$ cat src/rtl/pid2dof_pkg.sv
// pid2dof_pkg: shared types and constants for the two-degree-of-freedom pid controller
`timescale 1ns / 1ps
`default_nettype none

package pid2dof_pkg;

   // fixed field widths
   localparam int DT_W        = 24;
   localparam int GAIN_W      = 24;
   localparam int LIMIT_W     = 31;
   localparam int RATE_W      = 33;
   localparam int CSR_INDEX_W = 3;
   localparam int CSR_DATA_W  = 31;

   // signed accumulator for drive and integrator sums
   localparam int ACC_W = 64;

   // term magnitudes saturate at 2^60
   localparam int TERM_SAT_BIT = 60;
   localparam int TERM_W       = TERM_SAT_BIT + 1;
   localparam logic [TERM_W-1:0] TERM_LIMIT = {1'b1, {TERM_SAT_BIT{1'b0}}};

   // digit-serial multiplier geometry
   localparam int DIGIT_W     = 4;
   localparam int RES_DIGITS  = TERM_SAT_BIT / DIGIT_W;
   localparam int RES_BITS    = RES_DIGITS * DIGIT_W;
   localparam int MUL_A_W     = ((TERM_W + DIGIT_W - 1) / DIGIT_W) * DIGIT_W;
   localparam int MUL_B_W     = RATE_W;
   localparam int MUL_PART_W  = MUL_B_W + DIGIT_W;
   localparam int MUL_DIGITS  = (TERM_W + MUL_B_W + DIGIT_W - 1) / DIGIT_W;
   localparam int DIGIT_CNT_W = $clog2(MUL_DIGITS + 1);
   localparam int SKIP_W      = 4;

   // digits dropped by each right shift
   localparam logic [SKIP_W-1:0] SKIP_NONE = SKIP_W'(0);
   localparam logic [SKIP_W-1:0] SKIP_PROP = SKIP_W'(16 / DIGIT_W);
   localparam logic [SKIP_W-1:0] SKIP_RATE = SKIP_W'(24 / DIGIT_W);
   localparam logic [SKIP_W-1:0] SKIP_STEP = SKIP_W'(40 / DIGIT_W);

   // reciprocal 2^32 / step_time, one quotient bit a step
   localparam int RECIP_STEPS = RATE_W;
   localparam int RECIP_CNT_W = $clog2(RECIP_STEPS + 1);

   // register indexes
   localparam logic [CSR_INDEX_W-1:0] CSR_PROP_GAIN     = 3'd0;
   localparam logic [CSR_INDEX_W-1:0] CSR_INT_GAIN      = 3'd1;
   localparam logic [CSR_INDEX_W-1:0] CSR_MEAS_GAIN     = 3'd2;
   localparam logic [CSR_INDEX_W-1:0] CSR_SP_GAIN       = 3'd3;
   localparam logic [CSR_INDEX_W-1:0] CSR_INTEGRAL_LIMIT = 3'd4;

   typedef enum logic [2:0] {
      ST_IDLE,
      ST_RECIP,
      ST_MSTART,
      ST_MWAIT,
      ST_POST,
      ST_CLAMP,
      ST_ADDI,
      ST_SAT
   } state_type;

   typedef enum logic [2:0] {
      OP_PROP,
      OP_SP_GAIN,
      OP_SP_RATE,
      OP_MEAS_GAIN,
      OP_MEAS_RATE,
      OP_INT_GAIN,
      OP_INT_STEP
   } op_type;

   typedef struct packed {
      logic              start;
      logic [SKIP_W-1:0] skip;
   } mul_ctrl_type;

endpackage

`default_nettype wire

$ cat src/rtl/pid2dof_if.sv
// pid2dof_if: valid/ready channels for request and response words
`timescale 1ns / 1ps
`default_nettype none

interface pid2dof_req_if #(parameter int VALUE_WIDTH = 32);
   logic                                valid;
   logic                                ready;
   logic [pid2dof_pkg::DT_W-1:0]        step_time;
   logic signed [VALUE_WIDTH-1:0]       setpoint;
   logic signed [VALUE_WIDTH-1:0]       measurement;
   logic                                clear_integral;

   modport source (output valid, step_time, setpoint, measurement, clear_integral,
                   input ready);
   modport sink   (input valid, step_time, setpoint, measurement, clear_integral,
                   output ready);
endinterface

interface pid2dof_rsp_if #(parameter int VALUE_WIDTH = 32);
   logic                          valid;
   logic                          ready;
   logic signed [VALUE_WIDTH-1:0] drive;
   logic                          integral_clamped;

   modport source (output valid, drive, integral_clamped, input ready);
   modport sink   (input valid, drive, integral_clamped, output ready);
endinterface

`default_nettype wire

$ cat src/rtl/pid_two_dof_controller.sv
// pid_two_dof_controller: top level of the fixed-point two-degree-of-freedom pid controller
`timescale 1ns / 1ps
`default_nettype none

// channel   dir  handshake    word
// req_bus   in   valid/ready  step_time, setpoint, measurement, clear_integral
// rsp_bus   out  valid/ready  drive, integral_clamped
// csr_*     in   write only   csr_index selects gain or limit, csr_wdata the value
//
// each word runs a 33-step serial reciprocal of step_time, then seven 24-digit
// multiplier passes one after another; four add a signed term into the drive or
// integrator sum, three keep their product as the next pass's operand.
// reset clears gains, limit, integrator and the stored setpoint and measurement.
// a held result does not stop the next word being taken; the block only waits
// to load its result while the previous one is still unread.

module pid_two_dof_controller #(
   parameter int VALUE_WIDTH = 32
) (
   input  logic                                   clock,
   input  logic                                   reset,
   pid2dof_req_if.sink                            req_bus,
   pid2dof_rsp_if.source                          rsp_bus,
   input  logic                                   csr_write,
   input  logic [pid2dof_pkg::CSR_INDEX_W-1:0]    csr_index,
   input  logic [pid2dof_pkg::CSR_DATA_W-1:0]     csr_wdata
);

   localparam int VW     = VALUE_WIDTH;
   localparam int DIFF_W = VALUE_WIDTH + 1;
   localparam int AW     = pid2dof_pkg::ACC_W;
   localparam logic [AW-1:0] VMAX = (AW'(1) << (VALUE_WIDTH - 1)) - AW'(1);
   localparam logic [AW-1:0] VMIN = ~VMAX;

   // configuration
   logic [pid2dof_pkg::GAIN_W-1:0]   prop_gain_ff;
   logic [pid2dof_pkg::GAIN_W-1:0]   int_gain_ff;
   logic [pid2dof_pkg::GAIN_W-1:0]   meas_gain_ff;
   logic [pid2dof_pkg::GAIN_W-1:0]   sp_gain_ff;
   logic [pid2dof_pkg::LIMIT_W-1:0]  limit_ff;
   logic [pid2dof_pkg::LIMIT_W-1:0]  limit_in;

   // sequencer
   pid2dof_pkg::state_type           state_ff, state_in;
   pid2dof_pkg::op_type              op_ff, op_in;

   // step state and working registers
   logic [pid2dof_pkg::DT_W-1:0]     dt_ff, dt_in;
   logic                             clr_ff, clr_in;
   logic [DIFF_W-1:0]                err_ff, err_in;
   logic [DIFF_W-1:0]                dsp_ff, dsp_in;
   logic [DIFF_W-1:0]                dmeas_ff, dmeas_in;
   logic [VW-1:0]                    prev_sp_ff, prev_sp_in;
   logic [VW-1:0]                    prev_meas_ff, prev_meas_in;
   logic [VW-1:0]                    isum_ff, isum_in;
   logic [pid2dof_pkg::TERM_W-1:0]   inner_ff, inner_in;
   logic [AW-1:0]                    drv_ff, drv_in;
   logic [AW-1:0]                    integ_ff, integ_in;
   logic                             clamped_ff, clamped_in;

   // result register
   logic                             rsp_valid_ff, rsp_valid_in;
   logic [VW-1:0]                    rsp_drive_ff, rsp_drive_in;
   logic                             rsp_clamped_ff, rsp_clamped_in;

   // datapath wires
   logic                             req_fire;
   logic                             out_free;
   logic                             recip_start;
   logic                             recip_done;
   logic [pid2dof_pkg::RATE_W-1:0]   rate;
   pid2dof_pkg::mul_ctrl_type        mul_ctrl;
   logic                             mul_done;
   logic [pid2dof_pkg::TERM_W-1:0]   term_mag;
   logic [pid2dof_pkg::MUL_A_W-1:0]  mul_a;
   logic [pid2dof_pkg::MUL_B_W-1:0]  mul_b;
   logic [pid2dof_pkg::SKIP_W-1:0]   mul_skip;
   logic [DIFF_W-1:0]                sel_diff;
   logic [DIFF_W-1:0]                diff_mag;
   logic                             use_diff;
   logic                             term_neg;
   logic [AW-1:0]                    term_ext;
   logic [AW-1:0]                    add_l;
   logic [AW-1:0]                    add_r;
   logic [AW-1:0]                    add_sum;
   logic [AW-1:0]                    lim_ext;
   logic [AW-1:0]                    drive_sat;

   // configuration writes; the limit is held already reduced to the value range
   always_comb begin
      if (AW'(csr_wdata[pid2dof_pkg::LIMIT_W-1:0]) > VMAX) begin
         limit_in = VMAX[pid2dof_pkg::LIMIT_W-1:0];
      end else begin
         limit_in = csr_wdata[pid2dof_pkg::LIMIT_W-1:0];
      end
   end

   always_ff @(posedge clock) begin
      if (reset) begin
         prop_gain_ff <= '0;
         int_gain_ff  <= '0;
         meas_gain_ff <= '0;
         sp_gain_ff   <= '0;
         limit_ff     <= '0;
      end else if (csr_write) begin
         case (csr_index)
            pid2dof_pkg::CSR_PROP_GAIN: begin
               prop_gain_ff <= csr_wdata[pid2dof_pkg::GAIN_W-1:0];
            end
            pid2dof_pkg::CSR_INT_GAIN: begin
               int_gain_ff <= csr_wdata[pid2dof_pkg::GAIN_W-1:0];
            end
            pid2dof_pkg::CSR_MEAS_GAIN: begin
               meas_gain_ff <= csr_wdata[pid2dof_pkg::GAIN_W-1:0];
            end
            pid2dof_pkg::CSR_SP_GAIN: begin
               sp_gain_ff <= csr_wdata[pid2dof_pkg::GAIN_W-1:0];
            end
            pid2dof_pkg::CSR_INTEGRAL_LIMIT: begin
               limit_ff <= limit_in;
            end
            default: begin
            end
         endcase
      end
   end

   // handshake conditions
   assign req_fire = req_bus.valid && req_bus.ready;
   assign out_free = !rsp_valid_ff || rsp_bus.ready;

   // next state
   always_comb begin
      state_in = state_ff;
      case (state_ff)
         pid2dof_pkg::ST_IDLE: begin
            if (req_fire) state_in = pid2dof_pkg::ST_RECIP;
         end
         pid2dof_pkg::ST_RECIP: begin
            if (recip_done) state_in = pid2dof_pkg::ST_MSTART;
         end
         pid2dof_pkg::ST_MSTART: begin
            state_in = pid2dof_pkg::ST_MWAIT;
         end
         pid2dof_pkg::ST_MWAIT: begin
            if (mul_done) state_in = pid2dof_pkg::ST_POST;
         end
         pid2dof_pkg::ST_POST: begin
            if (op_ff == pid2dof_pkg::OP_INT_STEP) begin
               state_in = pid2dof_pkg::ST_CLAMP;
            end else begin
               state_in = pid2dof_pkg::ST_MSTART;
            end
         end
         pid2dof_pkg::ST_CLAMP: begin
            state_in = pid2dof_pkg::ST_ADDI;
         end
         pid2dof_pkg::ST_ADDI: begin
            state_in = pid2dof_pkg::ST_SAT;
         end
         pid2dof_pkg::ST_SAT: begin
            if (out_free) state_in = pid2dof_pkg::ST_IDLE;
         end
         default: begin
            state_in = pid2dof_pkg::ST_IDLE;
         end
      endcase
   end

   // sequencer outputs
   always_comb begin
      req_bus.ready  = (state_ff == pid2dof_pkg::ST_IDLE);
      recip_start    = (state_ff == pid2dof_pkg::ST_IDLE) && req_bus.valid;
      mul_ctrl.start = (state_ff == pid2dof_pkg::ST_MSTART);
      mul_ctrl.skip  = mul_skip;
   end

   // operand choice for each multiplier pass
   always_comb begin
      sel_diff = err_ff;
      use_diff = 1'b1;
      mul_b    = pid2dof_pkg::MUL_B_W'(prop_gain_ff);
      mul_skip = pid2dof_pkg::SKIP_PROP;
      term_neg = err_ff[DIFF_W-1];
      case (op_ff)
         pid2dof_pkg::OP_PROP: begin
            sel_diff = err_ff;
            mul_b    = pid2dof_pkg::MUL_B_W'(prop_gain_ff);
            mul_skip = pid2dof_pkg::SKIP_PROP;
            term_neg = err_ff[DIFF_W-1];
         end
         pid2dof_pkg::OP_SP_GAIN: begin
            sel_diff = dsp_ff;
            mul_b    = pid2dof_pkg::MUL_B_W'(sp_gain_ff);
            mul_skip = pid2dof_pkg::SKIP_NONE;
         end
         pid2dof_pkg::OP_SP_RATE: begin
            use_diff = 1'b0;
            mul_b    = rate;
            mul_skip = pid2dof_pkg::SKIP_RATE;
            term_neg = dsp_ff[DIFF_W-1];
         end
         pid2dof_pkg::OP_MEAS_GAIN: begin
            sel_diff = dmeas_ff;
            mul_b    = pid2dof_pkg::MUL_B_W'(meas_gain_ff);
            mul_skip = pid2dof_pkg::SKIP_NONE;
         end
         pid2dof_pkg::OP_MEAS_RATE: begin
            // measurement change enters with the opposite sign
            use_diff = 1'b0;
            mul_b    = rate;
            mul_skip = pid2dof_pkg::SKIP_RATE;
            term_neg = !dmeas_ff[DIFF_W-1];
         end
         pid2dof_pkg::OP_INT_GAIN: begin
            sel_diff = err_ff;
            mul_b    = pid2dof_pkg::MUL_B_W'(int_gain_ff);
            mul_skip = pid2dof_pkg::SKIP_NONE;
         end
         pid2dof_pkg::OP_INT_STEP: begin
            use_diff = 1'b0;
            mul_b    = pid2dof_pkg::MUL_B_W'(dt_ff);
            mul_skip = pid2dof_pkg::SKIP_STEP;
            term_neg = err_ff[DIFF_W-1];
         end
         default: begin
         end
      endcase
      diff_mag = sel_diff[DIFF_W-1] ? (~sel_diff + DIFF_W'(1)) : sel_diff;
      mul_a    = use_diff ? pid2dof_pkg::MUL_A_W'(diff_mag)
                          : pid2dof_pkg::MUL_A_W'(inner_ff);
   end

   // shared accumulator adder: signed terms, integrator base, then integrator into drive
   always_comb begin
      term_ext = AW'(term_mag);
      if ((state_ff == pid2dof_pkg::ST_POST) && (op_ff == pid2dof_pkg::OP_INT_STEP)) begin
         add_l = clr_ff ? '0 : {{(AW - VW){isum_ff[VW-1]}}, isum_ff};
      end else begin
         add_l = drv_ff;
      end
      if (state_ff == pid2dof_pkg::ST_ADDI) begin
         add_r = {{(AW - VW){isum_ff[VW-1]}}, isum_ff};
      end else begin
         add_r = term_neg ? (~term_ext + AW'(1)) : term_ext;
      end
      add_sum = add_l + add_r;
   end

   // integrator clamp limit and final drive saturation
   always_comb begin
      lim_ext = AW'(limit_ff);
      if ($signed(drv_ff) > $signed(VMAX)) begin
         drive_sat = VMAX;
      end else if ($signed(drv_ff) < $signed(VMIN)) begin
         drive_sat = VMIN;
      end else begin
         drive_sat = drv_ff;
      end
   end

   // working register updates
   always_comb begin
      op_in          = op_ff;
      dt_in          = dt_ff;
      clr_in         = clr_ff;
      err_in         = err_ff;
      dsp_in         = dsp_ff;
      dmeas_in       = dmeas_ff;
      prev_sp_in     = prev_sp_ff;
      prev_meas_in   = prev_meas_ff;
      isum_in        = isum_ff;
      inner_in       = inner_ff;
      drv_in         = drv_ff;
      integ_in       = integ_ff;
      clamped_in     = clamped_ff;
      rsp_valid_in   = rsp_valid_ff && !rsp_bus.ready;
      rsp_drive_in   = rsp_drive_ff;
      rsp_clamped_in = rsp_clamped_ff;
      case (state_ff)
         pid2dof_pkg::ST_IDLE: begin
            // take the word: form the three differences, keep inputs for next step
            if (req_fire) begin
               op_in        = pid2dof_pkg::OP_PROP;
               dt_in        = req_bus.step_time;
               clr_in       = req_bus.clear_integral;
               err_in       = {req_bus.setpoint[VW-1], req_bus.setpoint}
                            - {req_bus.measurement[VW-1], req_bus.measurement};
               dsp_in       = {req_bus.setpoint[VW-1], req_bus.setpoint}
                            - {prev_sp_ff[VW-1], prev_sp_ff};
               dmeas_in     = {req_bus.measurement[VW-1], req_bus.measurement}
                            - {prev_meas_ff[VW-1], prev_meas_ff};
               prev_sp_in   = req_bus.setpoint;
               prev_meas_in = req_bus.measurement;
               drv_in       = '0;
            end
         end
         pid2dof_pkg::ST_POST: begin
            case (op_ff)
               pid2dof_pkg::OP_PROP: begin
                  drv_in = add_sum;
                  op_in  = pid2dof_pkg::OP_SP_GAIN;
               end
               pid2dof_pkg::OP_SP_GAIN: begin
                  inner_in = term_mag;
                  op_in    = pid2dof_pkg::OP_SP_RATE;
               end
               pid2dof_pkg::OP_SP_RATE: begin
                  drv_in = add_sum;
                  op_in  = pid2dof_pkg::OP_MEAS_GAIN;
               end
               pid2dof_pkg::OP_MEAS_GAIN: begin
                  inner_in = term_mag;
                  op_in    = pid2dof_pkg::OP_MEAS_RATE;
               end
               pid2dof_pkg::OP_MEAS_RATE: begin
                  drv_in = add_sum;
                  op_in  = pid2dof_pkg::OP_INT_GAIN;
               end
               pid2dof_pkg::OP_INT_GAIN: begin
                  inner_in = term_mag;
                  op_in    = pid2dof_pkg::OP_INT_STEP;
               end
               pid2dof_pkg::OP_INT_STEP: begin
                  integ_in = add_sum;
               end
               default: begin
               end
            endcase
         end
         pid2dof_pkg::ST_CLAMP: begin
            // symmetric clamp of the integrator
            if ($signed(integ_ff) > $signed(lim_ext)) begin
               isum_in    = lim_ext[VW-1:0];
               clamped_in = 1'b1;
            end else if ($signed(integ_ff) < -$signed(lim_ext)) begin
               isum_in    = (~lim_ext[VW-1:0]) + VW'(1);
               clamped_in = 1'b1;
            end else begin
               isum_in    = integ_ff[VW-1:0];
               clamped_in = 1'b0;
            end
         end
         pid2dof_pkg::ST_ADDI: begin
            drv_in = add_sum;
         end
         pid2dof_pkg::ST_SAT: begin
            if (out_free) begin
               rsp_valid_in   = 1'b1;
               rsp_drive_in   = drive_sat[VW-1:0];
               rsp_clamped_in = clamped_ff;
            end
         end
         default: begin
         end
      endcase
   end

   always_ff @(posedge clock) begin
      if (reset) begin
         state_ff     <= pid2dof_pkg::ST_IDLE;
         op_ff        <= pid2dof_pkg::OP_PROP;
         rsp_valid_ff <= 1'b0;
         prev_sp_ff   <= '0;
         prev_meas_ff <= '0;
         isum_ff      <= '0;
      end else begin
         state_ff     <= state_in;
         op_ff        <= op_in;
         rsp_valid_ff <= rsp_valid_in;
         prev_sp_ff   <= prev_sp_in;
         prev_meas_ff <= prev_meas_in;
         isum_ff      <= isum_in;
      end
      dt_ff          <= dt_in;
      clr_ff         <= clr_in;
      err_ff         <= err_in;
      dsp_ff         <= dsp_in;
      dmeas_ff       <= dmeas_in;
      inner_ff       <= inner_in;
      drv_ff         <= drv_in;
      integ_ff       <= integ_in;
      clamped_ff     <= clamped_in;
      rsp_drive_ff   <= rsp_drive_in;
      rsp_clamped_ff <= rsp_clamped_in;
   end

   // reciprocal of the step time
   pid2dof_recip u_recip (
      .clock   (clock),
      .reset   (reset),
      .start   (recip_start),
      .divisor (req_bus.step_time),
      .done    (recip_done),
      .rate    (rate)
   );

   // shared digit-serial multiplier
   pid2dof_serial_mul u_mul (
      .clock    (clock),
      .reset    (reset),
      .ctrl     (mul_ctrl),
      .a_mag    (mul_a),
      .b_mag    (mul_b),
      .done     (mul_done),
      .term_mag (term_mag)
   );

   // response word
   assign rsp_bus.valid            = rsp_valid_ff;
   assign rsp_bus.drive            = rsp_drive_ff;
   assign rsp_bus.integral_clamped = rsp_clamped_ff;

endmodule

`default_nettype wire

$ cat src/rtl/pid2dof_recip.sv
// pid2dof_recip: bit-serial restoring divider giving floor(2^32 / step_time)
`timescale 1ns / 1ps
`default_nettype none

module pid2dof_recip (
   input  logic                             clock,
   input  logic                             reset,
   input  logic                             start,
   input  logic [pid2dof_pkg::DT_W-1:0]     divisor,
   output logic                             done,
   output logic [pid2dof_pkg::RATE_W-1:0]   rate
);

   logic                                  busy_ff, busy_in;
   logic                                  done_ff, done_in;
   logic [pid2dof_pkg::RECIP_CNT_W-1:0]   cnt_ff, cnt_in;
   logic [pid2dof_pkg::DT_W-1:0]          div_ff, div_in;
   logic [pid2dof_pkg::DT_W-1:0]          rem_ff, rem_in;
   logic [pid2dof_pkg::RATE_W-1:0]        quo_ff, quo_in;
   logic [pid2dof_pkg::DT_W:0]            trial;
   logic [pid2dof_pkg::DT_W:0]            diff;
   logic                                  num_bit;
   logic                                  fits;
   logic                                  last;

   // dividend 2^32 brought in msb first: a one on the first step only
   always_comb begin
      num_bit = (cnt_ff == '0);
      trial   = {rem_ff, num_bit};
      fits    = (trial >= {1'b0, div_ff});
      diff    = trial - {1'b0, div_ff};
      last    = (cnt_ff == pid2dof_pkg::RECIP_CNT_W'(pid2dof_pkg::RECIP_STEPS - 1));
   end

   // next-value logic
   always_comb begin
      busy_in = busy_ff;
      done_in = 1'b0;
      cnt_in  = cnt_ff;
      div_in  = div_ff;
      rem_in  = rem_ff;
      quo_in  = quo_ff;
      if (start) begin
         busy_in = 1'b1;
         cnt_in  = '0;
         div_in  = divisor;
         rem_in  = '0;
         quo_in  = '0;
      end else if (busy_ff) begin
         rem_in = fits ? diff[pid2dof_pkg::DT_W-1:0] : trial[pid2dof_pkg::DT_W-1:0];
         quo_in = {quo_ff[pid2dof_pkg::RATE_W-2:0], fits};
         cnt_in = cnt_ff + 1'b1;
         if (last) begin
            busy_in = 1'b0;
            done_in = 1'b1;
         end
      end
   end

   always_ff @(posedge clock) begin
      if (reset) begin
         busy_ff <= 1'b0;
         done_ff <= 1'b0;
         cnt_ff  <= '0;
      end else begin
         busy_ff <= busy_in;
         done_ff <= done_in;
         cnt_ff  <= cnt_in;
      end
      div_ff <= div_in;
      rem_ff <= rem_in;
      quo_ff <= quo_in;
   end

   // zero step time gives a zero rate
   assign done = done_ff;
   assign rate = (div_ff == '0) ? '0 : quo_ff;

endmodule

`default_nettype wire

$ cat src/rtl/pid2dof_serial_mul.sv
// pid2dof_serial_mul: digit-serial multiplier with right shift and saturation at 2^60
`timescale 1ns / 1ps
`default_nettype none

module pid2dof_serial_mul (
   input  logic                               clock,
   input  logic                               reset,
   input  pid2dof_pkg::mul_ctrl_type          ctrl,
   input  logic [pid2dof_pkg::MUL_A_W-1:0]    a_mag,
   input  logic [pid2dof_pkg::MUL_B_W-1:0]    b_mag,
   output logic                               done,
   output logic [pid2dof_pkg::TERM_W-1:0]     term_mag
);

   localparam int DW = pid2dof_pkg::DIGIT_W;
   localparam int CW = pid2dof_pkg::DIGIT_CNT_W;

   logic                                 busy_ff, busy_in;
   logic                                 done_ff, done_in;
   logic [CW-1:0]                        cnt_ff, cnt_in;
   logic [pid2dof_pkg::SKIP_W-1:0]       skip_ff, skip_in;
   logic [pid2dof_pkg::MUL_A_W-1:0]      a_ff, a_in;
   logic [pid2dof_pkg::MUL_B_W-1:0]      b_ff, b_in;
   logic [pid2dof_pkg::MUL_B_W-1:0]      acc_ff, acc_in;
   logic [pid2dof_pkg::RES_BITS-1:0]     res_ff, res_in;
   logic                                 top_ff, top_in;
   logic                                 high_ff, high_in;
   logic [pid2dof_pkg::MUL_PART_W-1:0]   partial;
   logic [DW-1:0]                        digit;
   logic [CW-1:0]                        pos;
   logic                                 in_range;
   logic                                 last;
   logic                                 saturate;

   // one digit of a times all of b, plus the carried partial sum
   always_comb begin
      partial  = pid2dof_pkg::MUL_PART_W'(acc_ff)
               + pid2dof_pkg::MUL_PART_W'(a_ff[DW-1:0]) * pid2dof_pkg::MUL_PART_W'(b_ff);
      digit    = partial[DW-1:0];
      in_range = (cnt_ff >= CW'(skip_ff));
      pos      = cnt_ff - CW'(skip_ff);
      last     = (cnt_ff == CW'(pid2dof_pkg::MUL_DIGITS - 1));
   end

   // next-value logic: load on start, then one product digit a cycle
   always_comb begin
      busy_in = busy_ff;
      done_in = 1'b0;
      cnt_in  = cnt_ff;
      skip_in = skip_ff;
      a_in    = a_ff;
      b_in    = b_ff;
      acc_in  = acc_ff;
      res_in  = res_ff;
      top_in  = top_ff;
      high_in = high_ff;
      if (ctrl.start) begin
         busy_in = 1'b1;
         cnt_in  = '0;
         skip_in = ctrl.skip;
         a_in    = a_mag;
         b_in    = b_mag;
         acc_in  = '0;
         res_in  = '0;
         top_in  = 1'b0;
         high_in = 1'b0;
      end else if (busy_ff) begin
         acc_in = partial[pid2dof_pkg::MUL_PART_W-1:DW];
         a_in   = a_ff >> DW;
         cnt_in = cnt_ff + 1'b1;
         // place digits of the shifted product; track anything above the limit bit
         for (int i = 0; i < pid2dof_pkg::RES_DIGITS; i++) begin
            if (in_range && (pos == CW'(i))) begin
               res_in[i*DW +: DW] = digit;
            end
         end
         if (in_range && (pos == CW'(pid2dof_pkg::RES_DIGITS))) begin
            top_in  = digit[0];
            high_in = high_ff | (|digit[DW-1:1]);
         end else if (in_range && (pos > CW'(pid2dof_pkg::RES_DIGITS))) begin
            high_in = high_ff | (|digit);
         end
         if (last) begin
            busy_in = 1'b0;
            done_in = 1'b1;
         end
      end
   end

   always_ff @(posedge clock) begin
      if (reset) begin
         busy_ff <= 1'b0;
         done_ff <= 1'b0;
         cnt_ff  <= '0;
      end else begin
         busy_ff <= busy_in;
         done_ff <= done_in;
         cnt_ff  <= cnt_in;
      end
      skip_ff <= skip_in;
      a_ff    <= a_in;
      b_ff    <= b_in;
      acc_ff  <= acc_in;
      res_ff  <= res_in;
      top_ff  <= top_in;
      high_ff <= high_in;
   end

   // magnitude above 2^60 saturates to 2^60
   always_comb begin
      saturate = high_ff | (top_ff & (|res_ff));
      term_mag = saturate ? pid2dof_pkg::TERM_LIMIT : {top_ff, res_ff};
   end

   assign done = done_ff;

endmodule

`default_nettype wire

$ cat src/flat_wrapper.sv
// flat-port wrapper written by rule: the top's interface ports become plain ports
module pid_two_dof_controller_flat 
#(
   parameter int VALUE_WIDTH = 32
)
  (clock, reset, csr_write, csr_index, csr_wdata, req_bus_valid, req_bus_step_time, req_bus_setpoint, req_bus_measurement, req_bus_clear_integral, req_bus_ready, rsp_bus_valid, rsp_bus_drive, rsp_bus_integral_clamped, rsp_bus_ready);
  pid2dof_req_if #(.VALUE_WIDTH(VALUE_WIDTH)) req_bus_i ();
  pid2dof_rsp_if #(.VALUE_WIDTH(VALUE_WIDTH)) rsp_bus_i ();
  input  logic clock;
  input  logic reset;
  input  logic csr_write;
  input  logic [pid2dof_pkg::CSR_INDEX_W-1:0] csr_index;
  input  logic [pid2dof_pkg::CSR_DATA_W-1:0] csr_wdata;
  input wire logic [$bits(req_bus_i.valid)-1:0] req_bus_valid;
  input wire logic [$bits(req_bus_i.step_time)-1:0] req_bus_step_time;
  input wire logic [$bits(req_bus_i.setpoint)-1:0] req_bus_setpoint;
  input wire logic [$bits(req_bus_i.measurement)-1:0] req_bus_measurement;
  input wire logic [$bits(req_bus_i.clear_integral)-1:0] req_bus_clear_integral;
  output wire logic [$bits(req_bus_i.ready)-1:0] req_bus_ready;
  output wire logic [$bits(rsp_bus_i.valid)-1:0] rsp_bus_valid;
  output wire logic [$bits(rsp_bus_i.drive)-1:0] rsp_bus_drive;
  output wire logic [$bits(rsp_bus_i.integral_clamped)-1:0] rsp_bus_integral_clamped;
  input wire logic [$bits(rsp_bus_i.ready)-1:0] rsp_bus_ready;
  assign req_bus_i.valid = req_bus_valid;
  assign req_bus_i.step_time = req_bus_step_time;
  assign req_bus_i.setpoint = req_bus_setpoint;
  assign req_bus_i.measurement = req_bus_measurement;
  assign req_bus_i.clear_integral = req_bus_clear_integral;
  assign req_bus_ready = req_bus_i.ready;
  assign rsp_bus_valid = rsp_bus_i.valid;
  assign rsp_bus_drive = rsp_bus_i.drive;
  assign rsp_bus_integral_clamped = rsp_bus_i.integral_clamped;
  assign rsp_bus_i.ready = rsp_bus_ready;
  pid_two_dof_controller #(.VALUE_WIDTH(VALUE_WIDTH)) u_core (.clock(clock), .reset(reset), .req_bus(req_bus_i), .rsp_bus(rsp_bus_i), .csr_write(csr_write), .csr_index(csr_index), .csr_wdata(csr_wdata));
endmodule
$ cat config.mk
export PLATFORM = sky130hd
export DESIGN_NAME = pid_two_dof_controller_flat
export DESIGN_NICKNAME = d
export VERILOG_FILES = /design/src/rtl/pid2dof_pkg.sv /design/src/rtl/pid2dof_if.sv /design/src/rtl/pid_two_dof_controller.sv /design/src/rtl/pid2dof_recip.sv /design/src/rtl/pid2dof_serial_mul.sv /design/src/flat_wrapper.sv
export SDC_FILE = /design/constraint.sdc
export NUM_CORES = 2
export LEC_CHECK = 0
export BUFFER_PORTS_ARGS = -buffer_cell sky130_fd_sc_hd__buf_2
export CORE_MARGIN = 2
export CORE_UTILIZATION = 55
export CTS_CLUSTER_SIZE = 25
export DETAILED_ROUTE_END_ITERATION = 12
export PLACE_DENSITY = 0.72
export SLEW_MARGIN = 10
export SYNTH_ARGS = -nofsm -noshare
export SYNTH_HDL_FRONTEND = slang
export SYNTH_SLANG_ARGS = --single-unit
$ cat constraint.sdc
create_clock -name clock -period 6.2 [get_ports clock]
set_input_delay 1.24 -clock clock [delete_from_list [all_inputs] [get_ports clock]]
set_output_delay 1.24 -clock clock [all_outputs]
set_load 0.03 [all_outputs]
; Word level (Yosys, flattened, before mapping)
; Cells that the tools add are included.
[classes]
n_addsub = 13
order_cmp = 7
mul = 1
reduce_logical = 74
bitwise_logic = 9
muxes = 43
eq_ne = 40
[ops]
columns = op, n
row1 = 2-to-1 mux 64 bit, 8
row2 = case mux 64 bit (3 select lines), 1
row3 = case mux 33 bit (5 select lines), 1
row4 = 2-to-1 mux 61 bit, 2
row5 = subtractor 32 x 32 -> 33 bit, 3
row6 = 2-to-1 mux 32 bit, 3
row7 = 2-to-1 mux 33 bit, 2
row8 = case mux 33 bit (2 select lines), 1
row9 = adder 64 x 1 -> 64 bit (second input constant), 1
row10 = adder 64 bit, 1
row11 = greater-than comparator 64 x 32 -> 1 bit, 1
row12 = greater-than comparator 64 x 32 -> 1 bit (second input constant), 1
row13 = < comparator 64 x 32 -> 1 bit (second input constant), 1
row14 = < comparator 64 bit, 1
row15 = negation 31 -> 64 bit, 1
row16 = NOT 61 -> 64 bit, 1
row17 = OR reduction 60 bit, 1
row18 = AND reduction 2 bit, 26
row19 = == test 5 x 4 -> 1 bit (second input constant), 8
row20 = adder 33 x 37 -> 37 bit, 1
row21 = multiplier 4 x 33 -> 37 bit, 1
row22 = adder 33 x 1 -> 33 bit (second input constant), 1
row23 = NOT 33 bit, 1
row24 = adder 32 x 1 -> 32 bit (second input constant), 1
row25 = other kinds (44), 118
[totals]
out_inout_bits = 35
word_cells = 239
regBits = 869
inputBits = 128

; Depth between registers and ports, before layout
[logic_depth]
ltp_word = 11
ltp_mapped = 24
depth_no_buf = 19

; Cells and area by module
; A second synthesis with hierarchy kept.
[unflattened]
cells_unflattened = 6282
area_unflattened_um2 = 55889.9
[modules_own_cells]
columns = mod, area_each_um2, seq_area_each_um2, cells_each, instances
row1 = pid_two_dof_controller, 37572.3, 15024.4, 4372, 1
row2 = pid2dof_serial_mul, 13490.4, 5074.9, 1374, 1
row3 = pid2dof_recip, 4827.1, 2021.9, 536, 1

; Worst setup path before layout
; OpenSTA, ideal clock, no wires.
[synth_timing]
path_kind = register to register
startpoint = register u_core.op_ff[1]
endpoint = register u_core.drv_ff[56] (data pin)
path_slack_ps = -495
setup_time_ps = 271
path_buffers = 6
arrival_time_ps = 6425
t_required_ps = 5929
synth_period_minus_slack_ps = 6695
stages_incl_launch_ff = 24
cell_sequence = dfxtp_1 buf_2 buf_2 buf_2 buf_2 nand2_1 nor2_1 nand2_1 inv_1 clkbuf_1 clkbuf_1 nand3b_1 nand2_1 ha_1 fa_1 a211oi_1 nor2_1 o211ai_1 a311oi_1 o21ai_0 a21oi_1 o21ai_1 o31ai_1 mux2i_1
[synth_between]
elab_chain_len = 7
word_cells_on_any_way = 11
[synth_rtl]
columns = item, line_no
row1 = "start, declared", pid_two_dof_controller.sv:45  ; pid2dof_pkg::op_type op_ff, op_in;
row2 = "start signal, assigned", pid_two_dof_controller.sv:362  ; op_ff <= pid2dof_pkg::OP_PROP;
row3 = "start signal, assigned", pid_two_dof_controller.sv:369  ; op_ff <= op_in;
row4 = == test 3 bit / == test 3 x 2 -> 1 bit (equally long branches), pid_two_dof_controller.sv:185  ; case (op_ff)
row5 = case mux 1 bit (2 select lines), pid_two_dof_controller.sv:185
row6 = 2-to-1 mux 64 bit, pid_two_dof_controller.sv:245  ; add_r = term_neg ? (~term_ext + AW'(1)) : term_ext;
row7 = 2-to-1 mux 64 bit, pid_two_dof_controller.sv:242  ; if (state_ff == pid2dof_pkg::ST_ADDI) begin
row8 = adder 64 bit (*), pid_two_dof_controller.sv:247  ; add_sum = add_l + add_r;
row9 = 2-to-1 mux 64 bit, pid_two_dof_controller.sv:299  ; case (op_ff)
row10 = case mux 64 bit (3 select lines) (*), pid_two_dof_controller.sv:280  ; case (state_ff)
row11 = "end signal, assigned", pid_two_dof_controller.sv:381  ; drv_ff <= drv_in;
row12 = "end, declared", pid_two_dof_controller.sv:57  ; logic [AW-1:0] drv_ff, drv_in;
; Mark *: on every way between the ends. The rest lies on a longest branch, timed or not. The select of a mux whose other input is x is not followed.
; A chain may end at the register's enable or synchronous reset.

; Worst setup path after layout
[layout_timing]
startpoint = register u_core.limit_ff[16] (netlist bit)
endpoint = register u_core.isum_ff[14]
[layout_between]
elab_chain_len = 4
word_cells_on_any_way = 5
[layout_rtl]
columns = item, line_no
row1 = "start, declared", pid_two_dof_controller.sv:40  ; logic [pid2dof_pkg::LIMIT_W-1:0] limit_ff;
row2 = "start signal, assigned", pid_two_dof_controller.sv:120  ; limit_ff <= limit_in;
row3 = negation 31 -> 64 bit, pid_two_dof_controller.sv:336  ; end else if ($signed(integ_ff) < -$signed(lim_ext)) begin
row4 = < comparator 64 bit, pid_two_dof_controller.sv:336
row5 = 2-to-1 mux 32 bit, pid_two_dof_controller.sv:336
row6 = 2-to-1 mux 32 bit (*), pid_two_dof_controller.sv:333  ; if ($signed(integ_ff) > $signed(lim_ext)) begin
row7 = "end signal, assigned", pid_two_dof_controller.sv:373  ; isum_ff <= isum_in;
row8 = "end, declared", pid_two_dof_controller.sv:55  ; logic [VW-1:0] isum_ff, isum_in;
; Mark *: on every way between the ends. The rest lies on a longest branch, timed or not.

==> reports/results.tsv <==
metric	value	unit
first-pass GRT wire length	248000	um
Core Region	97000	um^2
setup TNS	0	ns
Die Wd	317	um
worst slew pin tran	1.23	ns
area of the die	101000	um^2
post-cts hold buffer count	0	
Max Freq	169	MHz
post-synthesis sequential area ratio	39.4	%
gr ovfl total	0	
Final setup viols	0	
data required time of the worst path	6.76	ns
most frequent cells after synthesis	978 x nand2_1, 594 x a21oi_1, 444 x edfxtp_1	
area delta synth->final	10.2	%
endpoints failing hold	0	
Starting Density	55.7	%
part of the cycle the worst path needs	95.5	%
vias in the first global route	43700	
post-synth top area share	24.7	%
I/O Buffers	162	
synthesized cell area	54000	um^2
clock transition at the registers of the reported paths	0.06	ns
GRT Total Usage	31.0	%
Leak	24.1	nW
Syn. warnings	0	
Clock Latency Late Sink	0.71	ns
Avg WL per Cell	21.3	um
antenna violations before repair	9	
1st-pass router iterations	6	
Post-layout nets	6704	
design area	59500	um^2
pwr dens	258	nW/um^2
Period minus WS final	5.92	ns
Worst Slack Setup Final	0.278	ns
Ant. Diodes	0	
Mapped Nets	6642	
Hold WC Path Type	reg2reg	
die height	317	um
CTS H-tree depth	3	
crit start category	flop	
EDFF count, synth	444	
top-count cell post-synth	nand2_1	
total CTS buffers	94	
ys async rst share	0	%
WS Path Type	reg2reg	
Slew HR	18.1	%
Worst Skew	0.0400	ns
Ports	163	
arrival time worst endpoint	6.48	ns
Vias/cell	6.10	
Post-Syn Area per Cell	8.88	um^2
max-cap viol count	0	
DP HPWL	118000	um
dpl cell area	56300	um^2
Cells after Synth	6082	
cell depth of the worst min-delay path	0	
TritonCTS clock tree	yes	
Crit. End Element	flop	
final wirelength	160000	um
Worst IR Drop VDD	0.282	mV
drt drc	0	
largest area contributor in the netlist	edfxtp_1	
DR vias	45800	
Core Rows	114	
largest net degree at the start of global routing	172	
status	completed	
# fillers	8506	
clk sinks	841	
top post-synthesis cells by area	edfxtp_1 25%, dfxtp_1 15%, ha_1 7.7%	
post-synthesis cell type count	90	
GP Congestion	0.970	
RSZ-0062 raised after global routing	false	
clk buf depth	3	
Yosys reg bits	841	
Slew Limit Fails	0	
Main synth FF type	edfxtp_1	
initial DRC count	4895	
Post-Place Worst Slack	0.122	ns
root buf cell	clkbuf_16	
proportion of layout cells with a drive suffix above 1	9.24	%
r2r worst-path depth	18	
post-route ant nets	0	
crit path max fanout	48	
==> state kept, by name, summed over array words and instances, names as in the netlist, 31 cells and up <==
name,flops
u_core.isum_ff,32
u_core.drv_ff,64
u_core.rsp_bus.drive,32
u_core.dsp_ff,33
u_core.prev_meas_ff,32
u_core.integ_ff,64
u_core.u_mul.b_ff,33
u_core.u_mul.a_ff,61
u_core.err_ff,33
u_core.inner_ff,61
u_core.u_mul.acc_ff,33
u_core.prev_sp_ff,32
u_core.u_mul.res_ff,60
u_core.u_recip.quo_ff,33
u_core.limit_ff,31
u_core.dmeas_ff,33
==> power breakdown <==
group,internal (mW),switching (mW),total (mW)
Combinational,1.30,1.95,3.25
Clock,3.25,2.50,5.75
Sequential,6.14,0.188,6.33
Total,10.7,4.64,15.3
==> through the flow <==
stage	cells	total power [mW]	hold WS [ns]	utilization [%]
after floorplan	6082	8.76	0.400	-
after global placement	7324	9.56	0.426	58.1
after detailed placement	7324	9.63	0.418	58.1
after CTS	7502	15.3	0.444	61.4
after global routing	7502	16.0	0.459	61.4
final	7502	15.3	0.441	61.4
==> metal layers <==
metal  share of wire, %  global-route usage, %
met1                 43                   41.8
met3                7.6                   5.25
met5              0.054                      0
met2                 45                   49.4
met4                4.6                   13.2
==> area by class of cell <==
cell class / instances / area, um^2 / share of cell area (%)
inverters: 314 / 1190 / 2.00
clock buffers: 124 / 2600 / 4.36
multi-input cells: 4604 / 30400 / 51.1
repair buffers: 289 / 1850 / 3.11
flip-flops and latches: 841 / 21300 / 35.8
well taps: 1276 / 1600 / 2.68
clock inverters: 54 / 604 / 1.01
==> cells by family after synthesis <==
| family | Yosys count | share of synthesized area (%) |
|---|---|---|
| and+or+nand+nor | 2164 | 18.9 |
| xor gates and xnor gates | 268 | 4.34 |
| buffers and inverters | 637 | 4.52 |
| AOI/OAI and AO/OA | 1542 | 17.7 |
| adders and majority gates | 432 | 11.4 |
| DFF | 841 | 39.4 |
| muxes | 198 | 3.74 |
==> path summary, 6_finish.rpt <==
path,startpoint,to,slack [ns]
min,u_core.clamped_ff$_SDFFCE_PP1P_,u_core.rsp_bus.integral_clamped$_DFFE_PP_,0.44
min reg2reg,u_core.clamped_ff$_SDFFCE_PP1P_,u_core.rsp_bus.integral_clamped$_DFFE_PP_,0.44
max reg2reg,u_core.limit_ff[16]$_SDFFE_PP0P_,u_core.isum_ff[14]$_SDFFE_PP0P_,0.28
max,u_core.limit_ff[16]$_SDFFE_PP0P_,u_core.isum_ff[14]$_SDFFE_PP0P_,0.28
==> worst max-delay path: stages (launching register included) <==
cell and delay, ns:
dfxtp_1 0.38, or4_4 0.57, nor3_2 0.32, nand4b_1 0.35
or4_4 0.55, or3_1 0.61, buf_4 0.28, nor2_1 0.12
ha_1 0.30, a21oi_1 0.13, o21ai_0 0.12, a221oi_1 0.32
o211ai_1 0.14, a21oi_1 0.54, nand3_2 0.20, buf_12 0.23
or2_2 0.35, nor3_1 0.16, a211oi_1 0.08
==> cell usage in the layout, fill, tap and decap left out, types with 47 or more instances in the layout <==
cell / synthesis / layout
buf_4: 0 / 120
nand4_1: 63 / 63
nor3_1: 97 / 95
fa_1: 100 / 100
xor2_1: 94 / 94
mux2i_1: 168 / 168
a31oi_1: 55 / 55
ha_1: 332 / 332
edfxtp_1: 444 / 444
nand3_1: 101 / 100
a21oi_1: 594 / 593
nor2_1: 373 / 370
nor4_1: 60 / 60
clkbuf_16: 0 / 97
nand2_1: 978 / 975
dfxtp_1: 397 / 393
nand2b_1: 48 / 47
xnor2_1: 174 / 174
buf_2: 21 / 161
inv_1: 313 / 310
and2_1: 188 / 187
o21a_1: 90 / 89
a21o_1: 114 / 114
o21ai_0: 323 / 319
==> repair_timing <==
action                                  CTS  global route
setup buffers                             0             0
endpoints found under the setup margin    0            25
gates resized for setup                   0            10
(Power assumes the default switching activity.)
